## src/rtl/core/tga_rle_pkg.sv

```systemverilog
package tga_rle_pkg;

  localparam int CFG_INDEX_W = 2;
  localparam int CFG_DATA_W  = 16;
  localparam int QUEUE_DEPTH_DEF = 4;

  typedef enum logic [CFG_INDEX_W-1:0] {
    CFG_IMAGE_WIDTH,
    CFG_IMAGE_HEIGHT,
    CFG_FOUR_BYTE
  } cfg_reg_t;

  // header bytes below this open a literal packet
  localparam logic [7:0] LITERAL_LIMIT = 8'd128;
  // run length is header minus this
  localparam logic [7:0] RUN_BIAS      = 8'd127;

  // one completed pixel with the work it causes
  typedef struct packed {
    logic [7:0] red;
    logic [7:0] green;
    logic [7:0] blue;
    logic [7:0] alpha;
    logic [7:0] fit;
    logic       overrun;
    logic       done;
  } job_t;

endpackage

```

## src/rtl/core/tga_rle_byte_if.sv

```systemverilog
interface tga_rle_byte_if;
  logic       valid;
  logic       ready;
  logic [7:0] byte_in;

  modport source (output valid, output byte_in, input ready);
  modport sink (input valid, input byte_in, output ready);
endinterface

```

## src/rtl/core/tga_rle_pix_if.sv

```systemverilog
interface tga_rle_pix_if;
  logic       valid;
  logic       ready;
  logic [7:0] red_a;
  logic [7:0] green_a;
  logic [7:0] blue_a;
  logic [7:0] alpha_a;
  logic [7:0] red_b;
  logic [7:0] green_b;
  logic [7:0] blue_b;
  logic [7:0] alpha_b;
  logic [1:0] pixels_carried;
  logic       last_of_run;
  logic       image_done;
  logic       overrun_error;

  modport source (
    output valid, input ready,
    output red_a, green_a, blue_a, alpha_a, red_b, green_b, blue_b, alpha_b,
    output pixels_carried, last_of_run, image_done, overrun_error
  );
  modport sink (
    input valid, output ready,
    input red_a, green_a, blue_a, alpha_a, red_b, green_b, blue_b, alpha_b,
    input pixels_carried, last_of_run, image_done, overrun_error
  );
endinterface

```

## src/rtl/core/tga_rle_front.sv

```systemverilog
module tga_rle_front (
  input  logic               clk,
  input  logic               rst,
  input  logic [31:0]        pixel_count,
  input  logic               four_byte_pixels,
  input  logic               byte_valid,
  output logic               byte_ready,
  input  logic [7:0]         byte_in,
  input  logic               queue_full,
  output logic               push,
  output tga_rle_pkg::job_t  job
);

  logic [31:0] pixels_written, pixels_written_next;
  logic [7:0]  packet_left, packet_left_next;
  logic        packet_is_run, packet_is_run_next;
  logic        awaiting_header, awaiting_header_next;
  logic [1:0]  byte_slot, byte_slot_next;
  logic [23:0] pixel_bytes, pixel_bytes_next;
  logic        finished, finished_next;
  logic        failed, failed_next;

  logic        accept;
  logic        pixel_complete;
  logic [7:0]  n;
  logic [31:0] remaining;
  logic        short_fit;
  logic [7:0]  fit;
  logic        done_hit;

  assign byte_ready = !queue_full;
  assign accept     = byte_valid && byte_ready;

  assign pixel_complete = four_byte_pixels ? (byte_slot == 2'd3) : (byte_slot >= 2'd2);

  // pixels this byte would emit
  always_comb begin
    n = packet_is_run ? packet_left : 8'd1;
    if (n == 8'd0) begin
      n = 8'd1;
    end
  end

  // a smaller image written mid-stream leaves no room
  assign remaining = (pixels_written >= pixel_count) ? 32'd0 : pixel_count - pixels_written;
  assign short_fit = remaining < {24'd0, n};
  assign fit       = short_fit ? remaining[7:0] : n;
  // fit never exceeds remaining, so equality means the image is now full
  assign done_hit  = (remaining[31:8] == 24'd0) && (remaining[7:0] == fit);

  always_comb begin
    job.red     = four_byte_pixels ? pixel_bytes[23:16] : byte_in;
    job.green   = pixel_bytes[15:8];
    job.blue    = pixel_bytes[7:0];
    job.alpha   = four_byte_pixels ? byte_in : 8'd0;
    job.fit     = fit;
    job.overrun = short_fit;
    job.done    = 1'b0;
    if (!short_fit && (packet_left <= n) && done_hit) begin
      job.done = 1'b1;
    end
  end

  assign push = accept && !finished && !failed && !awaiting_header && pixel_complete;

  always_comb begin
    pixels_written_next  = pixels_written;
    packet_left_next     = packet_left;
    packet_is_run_next   = packet_is_run;
    awaiting_header_next = awaiting_header;
    byte_slot_next       = byte_slot;
    pixel_bytes_next     = pixel_bytes;
    finished_next        = finished;
    failed_next          = failed;
    if (accept && !finished && !failed) begin
      if (awaiting_header) begin
        if (byte_in < tga_rle_pkg::LITERAL_LIMIT) begin
          packet_is_run_next = 1'b0;
          packet_left_next   = byte_in + 8'd1;
        end else begin
          packet_is_run_next = 1'b1;
          packet_left_next   = byte_in - tga_rle_pkg::RUN_BIAS;
        end
        awaiting_header_next = 1'b0;
        byte_slot_next       = 2'd0;
      end else if (!pixel_complete) begin
        case (byte_slot)
          2'd0:    pixel_bytes_next[7:0]   = byte_in;
          2'd1:    pixel_bytes_next[15:8]  = byte_in;
          default: pixel_bytes_next[23:16] = byte_in;
        endcase
        byte_slot_next = byte_slot + 2'd1;
      end else begin
        byte_slot_next      = 2'd0;
        pixels_written_next = pixels_written + {24'd0, fit};
        if (short_fit) begin
          failed_next = 1'b1;
        end else begin
          packet_left_next = (packet_left >= n) ? packet_left - n : 8'd0;
          if (packet_left <= n) begin
            awaiting_header_next = 1'b1;
            finished_next        = done_hit;
          end
        end
      end
    end
  end

  always_ff @(posedge clk) begin
    if (rst) begin
      pixels_written  <= '0;
      packet_left     <= '0;
      packet_is_run   <= 1'b0;
      awaiting_header <= 1'b1;
      byte_slot       <= '0;
      pixel_bytes     <= '0;
      finished        <= 1'b0;
      failed          <= 1'b0;
    end else begin
      pixels_written  <= pixels_written_next;
      packet_left     <= packet_left_next;
      packet_is_run   <= packet_is_run_next;
      awaiting_header <= awaiting_header_next;
      byte_slot       <= byte_slot_next;
      pixel_bytes     <= pixel_bytes_next;
      finished        <= finished_next;
      failed          <= failed_next;
    end
  end

endmodule

```

## src/rtl/core/tga_rle_queue.sv

```systemverilog
module tga_rle_queue #(
  parameter int DEPTH = tga_rle_pkg::QUEUE_DEPTH_DEF
) (
  input  logic              clk,
  input  logic              rst,
  input  logic              push,
  input  tga_rle_pkg::job_t push_job,
  output logic              full,
  input  logic              pop,
  output logic              empty,
  output tga_rle_pkg::job_t head
);

  localparam int PTR_W = (DEPTH > 1) ? $clog2(DEPTH) : 1;
  localparam int CNT_W = $clog2(DEPTH + 1);

  tga_rle_pkg::job_t entries [DEPTH];
  logic [PTR_W-1:0]  wr_ptr;
  logic [PTR_W-1:0]  rd_ptr;
  logic [CNT_W-1:0]  fill;

  assign full  = (fill == CNT_W'(DEPTH));
  assign empty = (fill == '0);
  assign head  = entries[rd_ptr];

  always_ff @(posedge clk) begin
    if (push) begin
      entries[wr_ptr] <= push_job;
    end
  end

  always_ff @(posedge clk) begin
    if (rst) begin
      wr_ptr <= '0;
      rd_ptr <= '0;
      fill   <= '0;
    end else begin
      if (push) begin
        wr_ptr <= (wr_ptr == PTR_W'(DEPTH - 1)) ? '0 : wr_ptr + PTR_W'(1);
      end
      if (pop) begin
        rd_ptr <= (rd_ptr == PTR_W'(DEPTH - 1)) ? '0 : rd_ptr + PTR_W'(1);
      end
      case ({push, pop})
        2'b10:   fill <= fill + CNT_W'(1);
        2'b01:   fill <= fill - CNT_W'(1);
        default: fill <= fill;
      endcase
    end
  end

endmodule

```

## src/rtl/core/tga_rle_back.sv

```systemverilog
module tga_rle_back (
  input  logic              clk,
  input  logic              rst,
  input  logic              queue_empty,
  input  tga_rle_pkg::job_t head,
  output logic              pop,
  tga_rle_pix_if.source     pixels
);

  logic              active;
  tga_rle_pkg::job_t cur;
  logic [7:0]        left;
  logic              out_valid;
  logic              advance;
  logic [1:0]        carry;
  logic              last;

  assign advance = !out_valid || pixels.ready;

  always_comb begin
    if (cur.fit == 8'd0) begin
      carry = 2'd0;
    end else if (left >= 8'd2) begin
      carry = 2'd2;
    end else begin
      carry = 2'd1;
    end
  end

  assign last = (left <= 8'd2);
  // take the next job when idle or when the current one sends its final result
  assign pop  = !queue_empty && (!active || (advance && last));

  assign pixels.valid = out_valid;

  always_ff @(posedge clk) begin
    if (rst) begin
      active    <= 1'b0;
      out_valid <= 1'b0;
    end else begin
      if (pop) begin
        active <= 1'b1;
      end else if (active && advance && last) begin
        active <= 1'b0;
      end
      if (advance) begin
        out_valid <= active;
      end
    end
  end

  always_ff @(posedge clk) begin
    if (pop) begin
      cur  <= head;
      left <= head.fit;
    end else if (active && advance) begin
      left <= left - {6'd0, carry};
    end
    if (active && advance) begin
      pixels.red_a          <= (carry != 2'd0) ? cur.red : 8'd0;
      pixels.green_a        <= (carry != 2'd0) ? cur.green : 8'd0;
      pixels.blue_a         <= (carry != 2'd0) ? cur.blue : 8'd0;
      pixels.alpha_a        <= (carry != 2'd0) ? cur.alpha : 8'd0;
      pixels.red_b          <= (carry == 2'd2) ? cur.red : 8'd0;
      pixels.green_b        <= (carry == 2'd2) ? cur.green : 8'd0;
      pixels.blue_b         <= (carry == 2'd2) ? cur.blue : 8'd0;
      pixels.alpha_b        <= (carry == 2'd2) ? cur.alpha : 8'd0;
      pixels.pixels_carried <= carry;
      pixels.last_of_run    <= last;
      pixels.image_done     <= last && cur.done;
      pixels.overrun_error  <= last && cur.overrun;
    end
  end

endmodule

```

## src/rtl/core/tga_rle_pixel_decoder.sv

```systemverilog
// channel   | dir | handshake       | payload
// bytes     | in  | valid / ready   | byte_in
// pixels    | out | valid / ready   | red/green/blue/alpha a and b, count, flags
// cfg       | in  | cfg_we          | cfg_index, cfg_data
//
// header bytes and bytes inside a pixel emit nothing
// the byte that completes a pixel queues one job; the back end then emits
// one result per cycle while the pixel sink is ready, ceil(fit/2) results per job (one if no pixel fits)
// bytes stall only while the job queue (QUEUE_DEPTH entries) is full
// synchronous reset clears all control state
// the pixel count product is registered on the same edge as the size write
module tga_rle_pixel_decoder #(
  parameter int QUEUE_DEPTH = tga_rle_pkg::QUEUE_DEPTH_DEF
) (
  input  logic                               clk,
  input  logic                               rst,
  input  logic                               cfg_we,
  input  logic [tga_rle_pkg::CFG_INDEX_W-1:0] cfg_index,
  input  logic [tga_rle_pkg::CFG_DATA_W-1:0]  cfg_data,
  tga_rle_byte_if.sink                       bytes,
  tga_rle_pix_if.source                      pixels
);

  logic [15:0]       image_width;
  logic [15:0]       image_height;
  logic              four_byte_pixels;
  logic [15:0]       size_w;
  logic [15:0]       size_h;
  logic [31:0]       pixel_count;
  logic              queue_full;
  logic              queue_empty;
  logic              push;
  logic              pop;
  tga_rle_pkg::job_t push_job;
  tga_rle_pkg::job_t head;

  // sizes as they stand after this write
  assign size_w = (cfg_index == tga_rle_pkg::CFG_IMAGE_WIDTH) ? cfg_data : image_width;
  assign size_h = (cfg_index == tga_rle_pkg::CFG_IMAGE_HEIGHT) ? cfg_data : image_height;

  always_ff @(posedge clk) begin
    if (rst) begin
      image_width      <= 16'd1;
      image_height     <= 16'd1;
      four_byte_pixels <= 1'b0;
      pixel_count      <= 32'd1;
    end else if (cfg_we) begin
      case (cfg_index)
        tga_rle_pkg::CFG_IMAGE_WIDTH:  image_width      <= cfg_data;
        tga_rle_pkg::CFG_IMAGE_HEIGHT: image_height     <= cfg_data;
        tga_rle_pkg::CFG_FOUR_BYTE:    four_byte_pixels <= cfg_data[0];
        default: ;
      endcase
      pixel_count <= {16'd0, size_w} * {16'd0, size_h};
    end
  end

  tga_rle_front u_front (
    .clk              (clk),
    .rst              (rst),
    .pixel_count      (pixel_count),
    .four_byte_pixels (four_byte_pixels),
    .byte_valid       (bytes.valid),
    .byte_ready       (bytes.ready),
    .byte_in          (bytes.byte_in),
    .queue_full       (queue_full),
    .push             (push),
    .job              (push_job)
  );

  tga_rle_queue #(
    .DEPTH (QUEUE_DEPTH)
  ) u_queue (
    .clk      (clk),
    .rst      (rst),
    .push     (push),
    .push_job (push_job),
    .full     (queue_full),
    .pop      (pop),
    .empty    (queue_empty),
    .head     (head)
  );

  tga_rle_back u_back (
    .clk         (clk),
    .rst         (rst),
    .queue_empty (queue_empty),
    .head        (head),
    .pop         (pop),
    .pixels      (pixels)
  );

endmodule

```

## src/flat_wrapper.sv

```systemverilog
// flat-port wrapper written by rule: the top's interface ports become plain ports
module tga_rle_pixel_decoder_flat 
#(
  parameter int QUEUE_DEPTH = tga_rle_pkg::QUEUE_DEPTH_DEF
)
  (clk, rst, cfg_we, cfg_index, cfg_data, bytes_valid, bytes_byte_in, bytes_ready, pixels_valid, pixels_ready, pixels_red_a, pixels_green_a, pixels_blue_a, pixels_alpha_a, pixels_red_b, pixels_green_b, pixels_blue_b, pixels_alpha_b, pixels_pixels_carried, pixels_last_of_run, pixels_image_done, pixels_overrun_error);
  tga_rle_byte_if bytes_i ();
  tga_rle_pix_if pixels_i ();
  input  logic clk;
  input  logic rst;
  input  logic cfg_we;
  input  logic [tga_rle_pkg::CFG_INDEX_W-1:0] cfg_index;
  input  logic [tga_rle_pkg::CFG_DATA_W-1:0] cfg_data;
  input wire logic [$bits(bytes_i.valid)-1:0] bytes_valid;
  input wire logic [$bits(bytes_i.byte_in)-1:0] bytes_byte_in;
  output wire logic [$bits(bytes_i.ready)-1:0] bytes_ready;
  output wire logic [$bits(pixels_i.valid)-1:0] pixels_valid;
  input wire logic [$bits(pixels_i.ready)-1:0] pixels_ready;
  output wire logic [$bits(pixels_i.red_a)-1:0] pixels_red_a;
  output wire logic [$bits(pixels_i.green_a)-1:0] pixels_green_a;
  output wire logic [$bits(pixels_i.blue_a)-1:0] pixels_blue_a;
  output wire logic [$bits(pixels_i.alpha_a)-1:0] pixels_alpha_a;
  output wire logic [$bits(pixels_i.red_b)-1:0] pixels_red_b;
  output wire logic [$bits(pixels_i.green_b)-1:0] pixels_green_b;
  output wire logic [$bits(pixels_i.blue_b)-1:0] pixels_blue_b;
  output wire logic [$bits(pixels_i.alpha_b)-1:0] pixels_alpha_b;
  output wire logic [$bits(pixels_i.pixels_carried)-1:0] pixels_pixels_carried;
  output wire logic [$bits(pixels_i.last_of_run)-1:0] pixels_last_of_run;
  output wire logic [$bits(pixels_i.image_done)-1:0] pixels_image_done;
  output wire logic [$bits(pixels_i.overrun_error)-1:0] pixels_overrun_error;
  assign bytes_i.valid = bytes_valid;
  assign bytes_i.byte_in = bytes_byte_in;
  assign bytes_ready = bytes_i.ready;
  assign pixels_valid = pixels_i.valid;
  assign pixels_i.ready = pixels_ready;
  assign pixels_red_a = pixels_i.red_a;
  assign pixels_green_a = pixels_i.green_a;
  assign pixels_blue_a = pixels_i.blue_a;
  assign pixels_alpha_a = pixels_i.alpha_a;
  assign pixels_red_b = pixels_i.red_b;
  assign pixels_green_b = pixels_i.green_b;
  assign pixels_blue_b = pixels_i.blue_b;
  assign pixels_alpha_b = pixels_i.alpha_b;
  assign pixels_pixels_carried = pixels_i.pixels_carried;
  assign pixels_last_of_run = pixels_i.last_of_run;
  assign pixels_image_done = pixels_i.image_done;
  assign pixels_overrun_error = pixels_i.overrun_error;
  tga_rle_pixel_decoder #(.QUEUE_DEPTH(QUEUE_DEPTH)) u_core (.clk(clk), .rst(rst), .cfg_we(cfg_we), .cfg_index(cfg_index), .cfg_data(cfg_data), .bytes(bytes_i), .pixels(pixels_i));
endmodule
```

## config.mk

```make
export PLATFORM = sky130hd
export DESIGN_NAME = tga_rle_pixel_decoder_flat
export DESIGN_NICKNAME = d
export VERILOG_FILES = /design/src/rtl/core/tga_rle_pkg.sv /design/src/rtl/core/tga_rle_byte_if.sv /design/src/rtl/core/tga_rle_pix_if.sv /design/src/rtl/core/tga_rle_front.sv /design/src/rtl/core/tga_rle_queue.sv /design/src/rtl/core/tga_rle_back.sv /design/src/rtl/core/tga_rle_pixel_decoder.sv /design/src/flat_wrapper.sv
export SDC_FILE = /design/constraint.sdc
export NUM_CORES = 1
export LEC_CHECK = 0
export BUFFER_PORTS_ARGS = -buffer_cell sky130_fd_sc_hd__buf_2
export CORE_MARGIN = 2
export CORE_UTILIZATION = 30
export DETAILED_ROUTE_END_ITERATION = 16
export HOLD_SLACK_MARGIN = 0.1
export PLACE_DENSITY = 0.53
export SYNTH_ARGS = -nofsm -noshare
export SYNTH_HDL_FRONTEND = slang
export SYNTH_SLANG_ARGS = --single-unit
```

## constraint.sdc

```tcl
create_clock -name clk -period 7.59 [get_ports clk]
set_clock_uncertainty 0.2 [all_clocks]
set_input_delay 1.1385 -clock clk [delete_from_list [all_inputs] [get_ports clk]]
set_output_delay 1.1385 -clock clk [all_outputs]
set_load 0.02 [all_outputs]
```

Word level (Yosys, flattened, before mapping)
Memory sizes are Yosys's and may differ from the RTL's. A register that Yosys moved wholly into a read port is not among the register bits.
Index checks and enable logic that the tools add are counted.
{"block": "totals", "n_memories": 1, "mem_bits_ro": 0, "mem_bits_rw": 168, "reg_bits": 263, "out_inout_bits": 71, "latchBits": 0}
{"block": "op_classes", "n_eq_ne": 12, "reduce_logical": 45, "addsub": 11, "n_lt_le_gt_ge": 8, "n_div": 0, "n_mul": 1, "mux": 35, "bitwise": 4, "shift": 0}
{"memory": "u_core.u_queue.entries", "depth": 4, "word_bits": 42, "read_ports": 1, "rd_ports_with_merged_regs": 1, "wr": 1, "line": "tga_rle_queue.sv:17", "text": "tga_rle_pkg::job_t entries [DEPTH];"}
{"operator": "8-bit 2-to-1 mux", "n": 12}
{"operator": "32-bit by 8-bit adder with 32-bit output", "n": 1}
{"operator": "32-bit >= comparator", "n": 1}
{"operator": "32-bit by 8-bit less-than comparator with 1-bit output", "n": 1}
{"operator": "16-bit by 16-bit multiplier with 32-bit output", "n": 1}
{"operator": "16-bit 2-to-1 mux", "n": 2}
{"operator": "32-bit 2-to-1 mux", "n": 1}
{"operator": "32-bit subtractor", "n": 1}
{"operator": "24-bit logical NOT", "n": 1}
{"operator": "8-bit logical NOT", "n": 2}
{"operator": "2-bit 2-to-1 mux", "n": 8}
{"operator": "4-bit AND reduction", "n": 4}
{"operator": "1-bit logical AND", "n": 14}
{"operator": "2-bit equality test (second input constant)", "n": 6}
{"operator": "1-bit 2-to-1 mux", "n": 11}
{"operator": "2-bit nonzero test", "n": 5}
{"operator": "8-bit by 1-bit adder with 8-bit output (second input constant)", "n": 1}
{"operator": "8-bit equality test", "n": 1}
{"operator": "8-bit by 2-bit >= comparator with 1-bit output (second input constant)", "n": 1}
{"operator": "8-bit >= comparator", "n": 1}
{"operator": "8-bit by 2-bit <= comparator with 1-bit output (second input constant)", "n": 1}
{"operator": "8-bit <= comparator", "n": 1}
{"operator": "1-bit logical NOT", "n": 8}
{"operator": "8-bit less-than comparator (second input constant)", "n": 1}
{"operator": "other kinds (19)", "n": 30}

Longest topological paths before layout
Gate-level depths: netlist of the first run.
{"block": "logic_depth", "depth_word": 9, "mapped_depth": 34}

Cells and area by module
Synthesis of the first run repeated with hierarchy kept, for this count alone.
{"block": "unflattened", "hier_cells": 2677, "area_unflattened_um2": 28614.9}
{"module": "tga_rle_pixel_decoder", "n_inst": 1, "cells_each": 1266, "area_each_um2": 11074.4, "seq_area_each_um2": 1301.2}
{"module": "tga_rle_queue", "n_inst": 1, "cells_each": 268, "area_each_um2": 6561.3, "seq_area_each_um2": 5225.0}
{"module": "tga_rle_front", "n_inst": 1, "cells_each": 886, "area_each_um2": 6501.2, "seq_area_each_um2": 1401.3}
{"module": "tga_rle_back", "n_inst": 1, "cells_each": 257, "area_each_um2": 4478.0, "seq_area_each_um2": 3613.5}

Worst setup path before layout of the first run
OpenSTA, ideal clock, no wires.
{"block": "synth_timing", "kind": "input -> register", "startpoint": "input port cfg_index[0] (netlist name)", "endpoint": "register u_core.pixel_count[29]", "required_ns": 7.268, "setup_slack_ns": -0.585, "arrival_time_ns": 7.853, "setup_time_ns": 0.122, "stages": 27, "cell_sequence": "nor2_1 > buf_1 > clkbuf_1 > mux2i_1 > clkbuf_1 > nor2_1 > fa_1 > fa_1 > inv_1 > fa_1 > inv_1 > fa_1 > inv_1 > fa_1 > inv_1 > fa_1 > ha_1 > a21o_1 > a21o_1 > a21oi_1 > o22ai_1 > o211ai_1 > a21oi_1 > o211a_1 > o21ai_0 > a2111oi_0 > a311o_1"}
{"block": "synth_via", "elab_chain_cells": 3, "elab_cells_between_ends": 5, "cone_classes": "1 x mul; 1 x eq/ne; 2 x mux; 1 x reduce/logical"}
{"element": "start: declaration", "line": "flat_wrapper.sv:12", "text": "input logic [tga_rle_pkg::CFG_INDEX_W-1:0] cfg_index;"}
{"element": "2-bit by 1-bit equality test with 1-bit output or 2-bit logical NOT (tied branches)", "line": "tga_rle_pixel_decoder.sv:39, tga_rle_pixel_decoder.sv:38"}
{"element": "16-bit 2-to-1 mux (on tied branches)", "line": "tga_rle_pixel_decoder.sv:39, tga_rle_pixel_decoder.sv:38"}
{"element": "16-bit by 16-bit multiplier with 32-bit output (*)", "line": "tga_rle_pixel_decoder.sv:54", "text": "pixel_count <= {16'd0, size_w} * {16'd0, size_h};"}
{"element": "end signal: assignment", "line": "tga_rle_pixel_decoder.sv:54"}
{"element": "end: declaration", "line": "tga_rle_pixel_decoder.sv:29", "text": "logic [31:0] pixel_count;"}
Mark *: on every way between the ends. The rest lies on a longest branch, timed or not.
A chain may end at the register's enable or synchronous reset.

Worst setup path in the final report of the first run
{"block": "layout_timing", "startpoint": "input port cfg_index[0] (netlist name)", "endpoint": "register u_core.pixel_count[28]"}
The elaborated chain is that of the path after synthesis.

==> results by group, run 1 <==
Placed design
  – Placed inst area: 31400 um2
  – Placer's final routability congestion estimate: 0.897
  – I/O Buffers: 101
  – Placed insts: 4066
  – Post-DP HPWL: 53.8 mm
  – Pre-CTS WS: -335 ps

Worst setup path
  – Top cell family by delay on the critical path: adder cells
  – Stages on worst setup path: 25
  – Crit Path Class: in -> reg
  – Worst endpoint required time: 7880 ps
  – Buf/Inv on CP: 7
  – R2r startpoint: u_core.u_front.pixels_written[0]
  – CP endpoint kind: register
  – CP endpoint: u_core.pixel_count[28]
  – Worst r2r dst: u_core.u_front.pixels_written[21]
  – R2R setup slack: 530 ps
  – Worst path slowest cell: fa_1
  – Reg2Reg Depth: 32
  – Slowest Stage Delay on Critical Path: 560 ps
  – Worst-path fanout max: 15
  – Critical Path AT: 7520 ps
  – CP startpoint: cfg_index[0]
  – Critical path launch point type: input port
  – CP most frequent cell: fa_1

CTS
  – CTS tree: yes
  – Reg clk slew, reported paths: 60 ps
  – Hold_buf cts: 0
  – Clock Path Buffers: 3
  – H-tree levels: 2
  – Clk Latency, worst-skew pair: 630 ps
  – Root Driver: clkbuf_16
  – CTS Buf Count: 48
  – Total clock sinks: 433

Logic synthesis
  – Synth area leaders: edfxtp_1, fa_1, dfxtp_1
  – Post-synth top area share: 0.306
  – Cell area after synthesis: 28200 um2
  – Synth Register Bits: 433
  – Syn avg cell area: 10.7 um2
  – Synth area leader: edfxtp_1
  – Gate Count Post-Synth: 2630
  – Synthesized Nets: 3025
  – Synth cell types: 84
  – EDFF count, synth: 287
  – Sequential-to-total area share from yosys stat: 0.410
  – Yosys warns: 0
  – Post-synth top flop: edfxtp_1
  – Post-synth ARST share: 0

Hold path
  – Hold Crit Class: reg -> reg

Floorplanning
  – Die area: 96400 um2
  – Die height: 310 um
  – Initial Utilization: 0.302
  – Die width: 310 um
  – Row count: 112
  – Top Ports: 102
  – Core Region: 93200 um2

Finish
  – Area Overhead vs Synth: 17.2%
  – Layout cells sized above 1: 0.170
  – Finished Layout Cells: 4158
  – Final Cell Area: 33000 um2
  – Nets: 3260

Timing
  – Final Hold Viols: 0
  – Least-Margin Pin Slew: 1060 ps
  – Tmin final: 7230 ps
  – Final setup fails: 0
  – Slew headroom: 0.291
  – Slew Viols, Final: 0
  – Fmax: 0.138 GHz
  – Final period utilization: 0.953
  – Worst setup margin: 357 ps

Global routing
  – First-pass GRT wire length: 112 mm
  – GRT Overall Usage: 0.149
  – Grt total ovfl: 0
  – Vias in the first global route: 19655
  – Initial antenna violation count: 3
  – Largest net degree at the start of global routing: 74

Route
  – WL/cell: 17.1 um
  – Via density: 4.74
  – DRC viols: 0
  – Post-Route WL: 71.2 mm
  – Initial drt markers: 1355
  – First-pass DRT Iterations: 5
  – Vias: 19701
  – Routed Antenna Nets: 0

Power
  – Worst vdd ir: 0.200 mV
  – Leakage power: 13.3 nW
  – Pwr dens: 305 nW/um2

Outcome
  – Outcome: complete, no violations

Run
  – MaxCap Viol Count: 0
[state kept, by name, indices dropped and copies added, names as in the netlist, 3 cells and up, named ones only]
name                           count
u_core.u_front.pixels_written     32
u_core.u_queue.fill                3
u_core.u_back.pixels.red_a         8
u_core.u_back.pixels.alpha_b       8
u_core.u_back.pixels.green_a       8
u_core.u_queue.entries           168
u_core.u_back.left                 8
u_core.image_height               16
u_core.u_back.pixels.red_b         8
u_core.image_width                16
u_core.u_back.pixels.blue_b        8
u_core.u_front.packet_left         8
u_core.u_back.pixels.alpha_a       8
u_core.u_back.pixels.green_b       8
u_core.u_front.pixel_bytes        24
u_core.u_back.cur                 42
u_core.pixel_count                32
u_core.u_back.pixels.blue_a        8
[Yosys cell counts (4+ instances only)]
library cell  count
nand4_1          19
clkbuf_1         89
nor2_1          246
o21ai_1          12
a31oi_1           8
buf_2             9
nor2b_1          15
edfxtp_1        287
or4_1             8
o211ai_1          9
nand3_1          48
buf_1            10
mux2_2           38
or3_1            17
a21o_1           30
fa_1            198
dfxtp_1         146
o31ai_1           5
o21bai_1         13
nand2b_1         12
mux2_1            4
mux2_4            7
mux2i_1          68
nor3_1           28
a21oi_1         112
xor2_1           18
o21a_1           18
xnor2_1          50
o21ai_0          53
ha_1            166
and2_1           83
and3_1           15
inv_1           291
o22ai_1           7
a22oi_1          11
a211o_1           5
o311ai_0          4
nand2_1         303
a211oi_1         39
mux4_2           42
nor4_1           21
or2_2             4
[power by group]
part	internal [W]	switching [W]
clock	0.00134	0.00101
combinational	0.00205	0.00263
sequential	0.00290	0.000131
[logic make-up (layout without fill, tap and decap cells)]
kind of cell | after synthesis | count (layout) | share of synthesized area
other cells | 0 | 1 | 0
mux | 159 | 159 | 0.0783
buf+inv | 401 | 674 | 0.0544
compound gates | 371 | 371 | 0.0871
xor+xnor | 68 | 68 | 0.0211
fa+ha+maj | 364 | 364 | 0.214
simple gates | 834 | 834 | 0.135
flops | 433 | 433 | 0.410
[metrics by stage]
| step | TNS, ps | util | power, W | hold WS, ps |
|---|---|---|---|---|
| 2_1_floorplan | 0 | - | 0.00626 | 236 |
| 3_3_place_gp | -899 | 0.337 | 0.00768 | 247 |
| 3_5_place_dp | -1510 | 0.337 | 0.00771 | 251 |
| 4_1_cts | 0 | 0.354 | 0.0101 | 262 |
| 5_1_grt | -32.9 | 0.354 | 0.0109 | 274 |
| 6_report | 0 | 0.354 | 0.0101 | 257 |
[final cells by class]
cell class	instances	area, um2
Fill cell	9357	60200
Timing Repair Buffer	295	2030
Clock buffer	64	1320
Clock inverter	24	283
Multi-Input combinational cell	1796	15200
Inverter	291	1090
Tap cell	1254	1570
Antenna cell	1	2.50
Sequential cell	433	11500
[worst min-delay path by stage]
| stage | end | start | cells past startpoint |
|---|---|---|---|
| 6_report | u_core.u_front.pixels_written[31] | u_core.u_front.pixels_written[31] | 2 |
| 5_1_grt | u_core.u_front.pixels_written[27] | u_core.u_front.pixels_written[27] | 2 |
| 4_1_cts | u_core.u_front.pixels_written[27] | u_core.u_front.pixels_written[27] | 2 |
| 3_5_place_dp | u_core.u_front.pixels_written[31] | u_core.u_front.pixels_written[31] | 2 |
| 3_3_place_gp | u_core.u_front.pixels_written[31] | u_core.u_front.pixels_written[31] | 2 |
| 2_1_floorplan | u_core.u_front.pixels_written[27] | u_core.u_front.pixels_written[27] | 2 |
[layer usage]
layer  global-route usage  vias up  wire length (um)
met5                    0        -                13
met4               0.0370        2              1560
met3               0.0260       92              3490
met2                0.254      434             34500
met1                0.196     9644             31600
li1                     -     9529                 -
[cell usage in the layout, fill, tap and decap left out, types with 7 or more instances in the layout]
cell type,synthesis,final
a211oi_1,39,38
a21o_1,30,30
a21oi_1,112,110
a22oi_1,11,11
a31oi_1,8,8
and2_1,83,83
and3_1,15,11
buf_2,9,99
buf_4,0,191
clkbuf_1,89,10
clkbuf_16,0,48
clkinv_1,0,7
dfxtp_1,146,144
edfxtp_1,287,287
fa_1,198,198
ha_1,166,165
inv_1,291,291
mux2_2,38,39
mux2_4,7,7
mux2i_1,68,67
mux4_2,42,42
nand2_1,303,303
nand2b_1,12,11
nand3_1,48,48
nand4_1,19,19
nor2_1,246,245
nor2b_1,15,13
nor3_1,28,27
nor4_1,21,21
o211ai_1,9,9
o21a_1,18,18
o21ai_0,53,51
o21ai_1,12,13
o21bai_1,13,13
o22ai_1,7,7
or3_1,17,17
or4_1,8,8
xnor2_1,50,50
xor2_1,18,18
[worst reg2reg max path: cells and delay by family, from the launching register on]
| family | cells | cell delay (ps) |
|---|---|---|
| AOI/OAI and AO/OA | 18 | 2880 |
| adders and majority gates | 4 | 1150 |
| buffers and inverters | 3 | 250 |
| DFF | 1 | 440 |
| and+or+nand+nor | 7 | 2060 |
[what timing repair did]
item,CTS,global route
hold endpoints to repair,0,0
resized for setup,0,7
buffers inserted,0,3
setup endpoints to repair,0,25
(Power assumes the default switching activity.)
==> run 2: changes to the inputs <==
BUFFER_PORTS_ARGS = not set   (was -buffer_cell sky130_fd_sc_hd__buf_2)
DONT_BUFFER_PORTS = 1   (was not set)
PLACE_DENSITY = 0.52   (was 0.53)
==> run 2 against run 1 <==
Net effect:
- first-iteration DRC count rose by 0.59%
- setup slack improved by 68 ps
- sequential share of layout area rose by 0.63 points
- flip-flop and latch count did not move
- die area did not move
- critical path depth did not move
- fmax rose by 0.95%
- global-route usage fell by 0.25 points
==> results by group, run 2 (synthesis gave the netlist of run 1 again) <==
Outcome
  – Outcome: complete, no violations

Finish
  – Nets: 3133 (-3.9%)
  – Largest regs: u_core.u_queue.entries: 168 flops, u_core.u_back.cur: 42 flops
  – Inserted Diodes: 0 (-1)
  – Max reg flops: 168 (unchanged)
  – Fin util: 0.348 (-0.00623)
  – Commonest non-fill, non-tap cell in the layout: nand2_1
  – Layout cells sized above 1: 0.135 (-0.0352)
  – Filler cells: 9424 (+0.72%)
  – Most flops, register: u_core.u_queue.entries
  – Area Overhead vs Synth: 15.1%
  – Commonest non-fill, non-tap cells in the layout: nand2_1, inv_1, edfxtp_1, nor2_1, fa_1

Route
  – Routed Antenna Nets: 0 (unchanged)
  – Via density: 4.75 (+0.19%)
  – WL/cell: 17.4 um (+1.5%)
  – Initial drt markers: 1363 (+0.59%)
  – DRC viols: 0 (unchanged)
  – First-pass DRT Iterations: 6 (+1)
  – Vias: 19146 (-2.8%)
  – Post-Route WL: 70.1 mm (-1.6%)

Power
  – Overall power: 0.0101 W (about the same)
  – Sequential share of power: 0.314 (+0.013)
  – Pwr dens: 310 nW/um2 (+1.8%)
  – Logic pwr share: 0.428 (-0.037)
  – Switching share of total power: 0.363 (-0.0119)
  – Clock Power Share: 0.258 (+0.024)
  – Leakage power: 12.9 nW (-3.4%)
  – Switching Power: 0.00365 W (-3.2%)
  – Cell-internal power: 0.00641 W (+1.9%)
  – Worst vdd ir: 0.172 mV (-14%)

Global routing
  – GRT busiest layer: met2
  – Initial antenna violation count: 2 (-1)
  – Vias in the first global route: 19329 (-1.7%)
  – Grt total ovfl: 0 (unchanged)
  – Met1 Track Usage GR: 0.189 (-0.00664)
  – GRT Overall Usage: 0.147 (-0.00250)
  – Met3 Use GR: 0.0314 (+0.00538)
  – First-pass GRT wire length: 110 mm (-1.4%)
  – Largest net degree at the start of global routing: 148 (+100%)
  – Met2 Usage GRT: 0.248 (-0.00638)

CTS
  – Hold_buf cts: 0 (unchanged)
  – CTS Buf Count: 50 (+4.2%)
  – Clock Path Buffers: 3 (unchanged)
  – CTS tree: yes
  – Clk Latency, worst-skew pair: 590 ps (-40 ps)
  – Reg clk slew, reported paths: 60 ps (about the same)
  – Root Driver: clkbuf_16
  – Total clock sinks: 433 (unchanged)
  – H-tree levels: 2 (unchanged)

Timing
  – Final Hold Viols: 0 (unchanged)
  – Slew Viols, Final: 0 (unchanged)
  – Final period utilization: 0.944 (-0.00901)
  – Least-Margin Pin Slew: 996 ps (-66.9 ps)
  – Worst setup margin: 426 ps (+68.4 ps)
  – Slew headroom: 0.335 (+0.0447)
  – Fmax: 0.140 GHz (+0.95%)
  – Final setup fails: 0 (unchanged)
  – Setup TNS Final: 0 ps (unchanged)
  – Tmin final: 7160 ps (-68.4 ps)

Worst setup path
  – Worst-path fanout max: 16 (+1)
  – Worst endpoint required time: 7870 ps (about the same)
  – Critical path launch point type: input port
  – Critical Path AT: 7450 ps (-70 ps)
  – CP endpoint kind: register
  – Crit Path Class: in -> reg

Placed design
  – Placer's final routability congestion estimate: 0.891 (-0.62%)
  – Post-DP HPWL: 52.7 mm (-1.9%)
  – I/O Buffers: 0 (-100%)
  – Pre-CTS WS: -191 ps (+144 ps)

Floorplanning
  – Core Region: 93200 um2 (unchanged)
  – Initial Utilization: 0.302 (unchanged)
  – Top Ports: 102 (unchanged)
  – Row count: 112 (unchanged)
  – Die area: 96400 um2 (unchanged)
  – Die width: 310 um (unchanged)
  – Die height: 310 um (unchanged)

Run
  – MaxCap Viol Count: 0 (unchanged)

Hold path
  – Hold Crit Class: reg -> reg
## run 2: cell types whose count changed in the layout (fill, tap and decap cells not counted), moves of 2 or more
| cell | before | now |
|---|---|---|
| buf_2 | 99 | 0 |
| buf_4 | 191 | 162 |
| bufinv_16 | 3 | 10 |
| clkbuf_1 | 10 | 7 |
| clkbuf_16 | 48 | 50 |
| clkbuf_8 | 6 | 3 |
| clkinv_1 | 7 | 3 |
| clkinv_16 | 3 | 0 |
| clkinv_2 | 5 | 8 |
| clkinvlp_4 | 1 | 3 |
## run 2: stage by stage
stage	hold slack, ps	cells	cell area (um2)
global placement	244	3939	30600
floorplan	236	2630	28300
detailed placement	251	3939	30600
global route	302	4033	32400
finish	254	4033	32400
CTS	260	4032	32400
## run 2: timing repair
action                                  4_1_cts  5_1_grt
endpoints found under the setup margin        0       23
buffers inserted                              0        1
resized for setup                             0        3
## run 2: path summary, 6_finish.rpt
kind / startpoint / to / slack (ps) / cells past startpoint
max: cfg_index[0] / u_core.pixel_count[28] / 430 / 25
min: u_core.u_front.pixels_written[31] / u_core.u_front.pixels_written[31] / 250 / 2
max reg2reg: u_core.u_front.pixels_written[0] / u_core.u_front.pixels_written[19] / 530 / 32
min reg2reg: u_core.u_front.pixels_written[31] / u_core.u_front.pixels_written[31] / 250 / 2
## run 2: power groups by stage
stage | sequential [W] | combinational [W] | clock (W)
2_1_floorplan | 0.00315 | 0.00311 | 0
3_3_place_gp | 0.00321 | 0.00430 | 0
3_5_place_dp | 0.00321 | 0.00430 | 0
4_1_cts | 0.00316 | 0.00433 | 0.00268
5_1_grt | 0.00320 | 0.00486 | 0.00279
6_report | 0.00316 | 0.00431 | 0.00260
## run 2: routing by layer
| layer | part of all wire | wire length [um] |
|---|---|---|
| met5 | 0.00016 | 11 |
| met4 | 0.025 | 1760 |
| met3 | 0.059 | 4100 |
| met2 | 0.48 | 33600 |
| met1 | 0.44 | 30500 |
## run 2: layout make-up
type | count | area [um2] | area share
multi-input cells | 1796 | 15200 | 0.467
clock inverters | 33 | 454 | 0.0140
well taps | 1254 | 1570 | 0.0484
inverters | 291 | 1090 | 0.0337
clock buffers | 60 | 1320 | 0.0407
repair buffers | 166 | 1300 | 0.0400
flip-flops and latches | 433 | 11500 | 0.356
## run 2: critical path, stage by stage
cell and delay (ps):
nor2_4 100, buf_12 170, buf_12 120, mux2_2 390, buf_4 180, nand2_1 80
fa_1 410, fa_1 510, inv_1 60, fa_1 550, inv_1 60, fa_1 450
fa_1 490, inv_1 50, fa_1 470, ha_1 370, a21o_1 170, a21oi_1 240
inv_1 70, o21ai_0 260, o31ai_1 120, buf_4 150, a31o_2 220, a211o_1 280
o311ai_0 320
==> run 3: changes to the inputs <==
CORE_MARGIN = not set   (was 2)
REMOVE_ABC_BUFFERS = 1   (was not set)
SKIP_LAST_GASP = 1   (was not set)
==> run 3 against run 2 <==
Net effect:
- die area shrank 1.3%
- routed wire length is 1.4% lower
- sequential power barely moved
- flip-flop and latch count stayed put
- first-iteration DRC count is 12% lower
- global-route usage grew 0.16 points
- critical path depth is 1 lower
- via count is 0.30% lower
- core utilization down 0.087 points
- setup slack gained 58 ps
- cell area fell by 0.25%
- critical endpoint unchanged
- largest power group unchanged
- highest routed layer unchanged
==> results by group, run 3 (synthesis gave the netlist of run 1 again) <==
Global routing
  – Met3 Use GR: 0.0234 (-0.00797)
  – Grt total ovfl: 0 (unchanged)
  – Initial antenna violation count: 2 (unchanged)
  – GRT busiest layer: met2
  – Vias in the first global route: 19273 (-0.29%)
  – Largest net degree at the start of global routing: 148 (unchanged)
  – GRT Overall Usage: 0.148 (+0.00160)
  – Met1 Track Usage GR: 0.194 (+0.00515)
  – First-pass GRT wire length: 110 mm (-0.44%)
  – Met2 Usage GRT: 0.248 (+0.000449)

Timing
  – Least-Margin Pin Slew: 1060 ps (+60.6 ps)
  – Slew Viols, Final: 0 (unchanged)
  – Final setup fails: 0 (unchanged)
  – Fmax: 0.141 GHz (+0.82%)
  – Min Hold Slack: 258 ps (+4.02 ps)
  – Final Hold Viols: 0 (unchanged)
  – Slew headroom: 0.295 (-0.0407)
  – RSZ-0062 raised after global routing: no
  – Tmin final: 7110 ps (-58.0 ps)
  – Final period utilization: 0.936 (-0.00765)

Worst setup path
  – Crit Path Class: in -> reg
  – Worst-path fanout max: 16 (unchanged)
  – CP endpoint kind: register
  – Critical Path AT: 7410 ps (-40 ps)
  – Worst endpoint required time: 7890 ps (+20 ps)
  – Reg2Reg Depth: 33 (+3.1%)
  – Critical path launch point type: input port

Route
  – Via density: 4.75 (about the same)
  – Vias: 19089 (-0.30%)
  – WL/cell: 17.2 um (-1.1%)
  – Routed Antenna Nets: 0 (unchanged)
  – Initial drt markers: 1201 (-12%)
  – DRC viols: 0 (unchanged)
  – Post-Route WL: 69.0 mm (-1.4%)
  – First-pass DRT Iterations: 7 (+1)

Placed design
  – Placed inst area: 30500 um2 (-0.36%)
  – Placed insts: 3926 (-0.33%)
  – Post-DP HPWL: 51.5 mm (-2.4%)
  – I/O Buffers: 0 (unchanged)
  – Placer's final routability congestion estimate: 0.885 (-0.73%)

Power
  – Leakage power: 12.8 nW (-0.44%)
  – Logic pwr share: 0.425 (-0.003)
  – Switching share of total power: 0.366 (+0.00324)
  – Clock Power Share: 0.258 (about the same)
  – Overall power: 0.0101 W (-0.10%)
  – Sequential share of power: 0.318 (+0.004)
  – Worst vdd ir: 0.210 mV (+22%)
  – Pwr dens: 311 nW/um2 (+0.15%)
  – Switching Power: 0.00368 W (+0.79%)
  – Cell-internal power: 0.00638 W (-0.61%)

Floorplanning
  – Top Ports: 102 (unchanged)
  – Die width: 308 um (-0.64%)
  – Die height: 308 um (-0.64%)
  – Die area: 95100 um2 (-1.3%)
  – Row count: 112 (unchanged)
  – Core Region: 93200 um2 (unchanged)
  – Initial Utilization: 0.302 (unchanged)

CTS
  – Clk Latency, worst-skew pair: 620 ps (+30 ps)
  – CTS Buf Count: 50 (unchanged)
  – H-tree levels: 2 (unchanged)
  – Reg clk slew, reported paths: 60 ps (about the same)
  – Root Driver: clkbuf_16
  – CTS tree: yes
  – Clock Path Buffers: 3 (unchanged)
  – Hold_buf cts: 0 (unchanged)
  – Total clock sinks: 433 (unchanged)

Outcome
  – Outcome: complete, no violations

Finish
  – Max reg flops: 168 (unchanged)
  – Commonest non-fill, non-tap cells in the layout: nand2_1, inv_1, edfxtp_1, nor2_1, fa_1
  – Layout cells sized above 1: 0.131 (-0.00375)
  – Finished Layout Cells: 4021 (-0.30%)
  – Filler cells: 9413 (-0.12%)
  – Most flops, register: u_core.u_queue.entries
  – Commonest non-fill, non-tap cell in the layout: nand2_1
  – Nets: 3120 (-0.41%)
  – Inserted Diodes: 0 (unchanged)
  – Area Overhead vs Synth: 14.8%
  – Largest regs: u_core.u_queue.entries: 168 flops, u_core.u_back.cur: 42 flops
  – Final Cell Area: 32400 um2 (-0.25%)

Hold path
  – Hold Crit Class: reg -> reg
  – Hold Path Depth: 2 (unchanged)

Run
  – MaxCap Viol Count: 0 (unchanged)
-- run 3: stage by stage --
| step | utilization | worst slack [ps] | TNS (ps) |
|---|---|---|---|
| 2_1_floorplan | - | -1680 | -23110 |
| 3_3_place_gp | 0.328 | -91.0 | -185 |
| 3_5_place_dp | 0.328 | -147 | -472 |
| 4_1_cts | 0.347 | 327 | 0 |
| 5_1_grt | 0.347 | 7.21 | 0 |
| 6_report | 0.347 | 484 | 0 |
-- run 3: what timing repair did --
action                     4_1_cts  5_1_grt
resized for setup                0        5
setup endpoints to repair        0       18
buffers inserted                 0        1
-- run 3: power by group through the flow --
stage / registers [W] / logic [W] / clock network [W]
detailed placement: 0.00325 / 0.00427 / 0
floorplan: 0.00320 / 0.00298 / 0
finish: 0.00319 / 0.00427 / 0.00259
global placement: 0.00325 / 0.00427 / 0
global route: 0.00324 / 0.00483 / 0.00275
CTS: 0.00321 / 0.00430 / 0.00267
-- run 3: critical path, cell delays in order --
cell	delay, ps
nor2b_4	110
buf_12	150
mux2_2	280
buf_4	160
nand2_1	80
fa_1	540
inv_1	60
fa_1	520
inv_1	50
fa_1	480
fa_1	490
inv_1	50
fa_1	500
fa_1	490
ha_1	320
a21o_1	180
a21o_1	180
a21oi_1	240
nand3b_1	100
a21oi_1	250
o31ai_1	180
a31o_2	260
a211o_1	270
o311ai_0	310
-- run 3: final timing paths --
path | start | slack (ps) | endpoint
setup / recovery | cfg_index[0] | 480 | u_core.pixel_count[28]
hold / removal | u_core.u_front.pixels_written[31] | 260 | u_core.u_front.pixels_written[31]
setup reg to reg | u_core.u_front.pixels_written[0] | 540 | u_core.u_front.pixels_written[28]
hold reg to reg | u_core.u_front.pixels_written[31] | 260 | u_core.u_front.pixels_written[31]
-- run 3: cell type report --
type | count | area [um2] | share of cell area
Timing Repair Buffer | 153 | 1200 | 0.0370
Tap cell | 1254 | 1570 | 0.0485
Multi-Input combinational cell | 1796 | 15100 | 0.468
Clock buffer | 60 | 1340 | 0.0414
Sequential cell | 433 | 11500 | 0.357
Clock inverter | 34 | 459 | 0.0142
Inverter | 291 | 1090 | 0.0338
-- run 3: routing by layer --
layer | wire (um) | vias to the layer above
met5 | 13 | -
met4 | 2000 | 2
met3 | 3360 | 104
met2 | 32600 | 371
met1 | 31100 | 9350
li1 | - | 9262
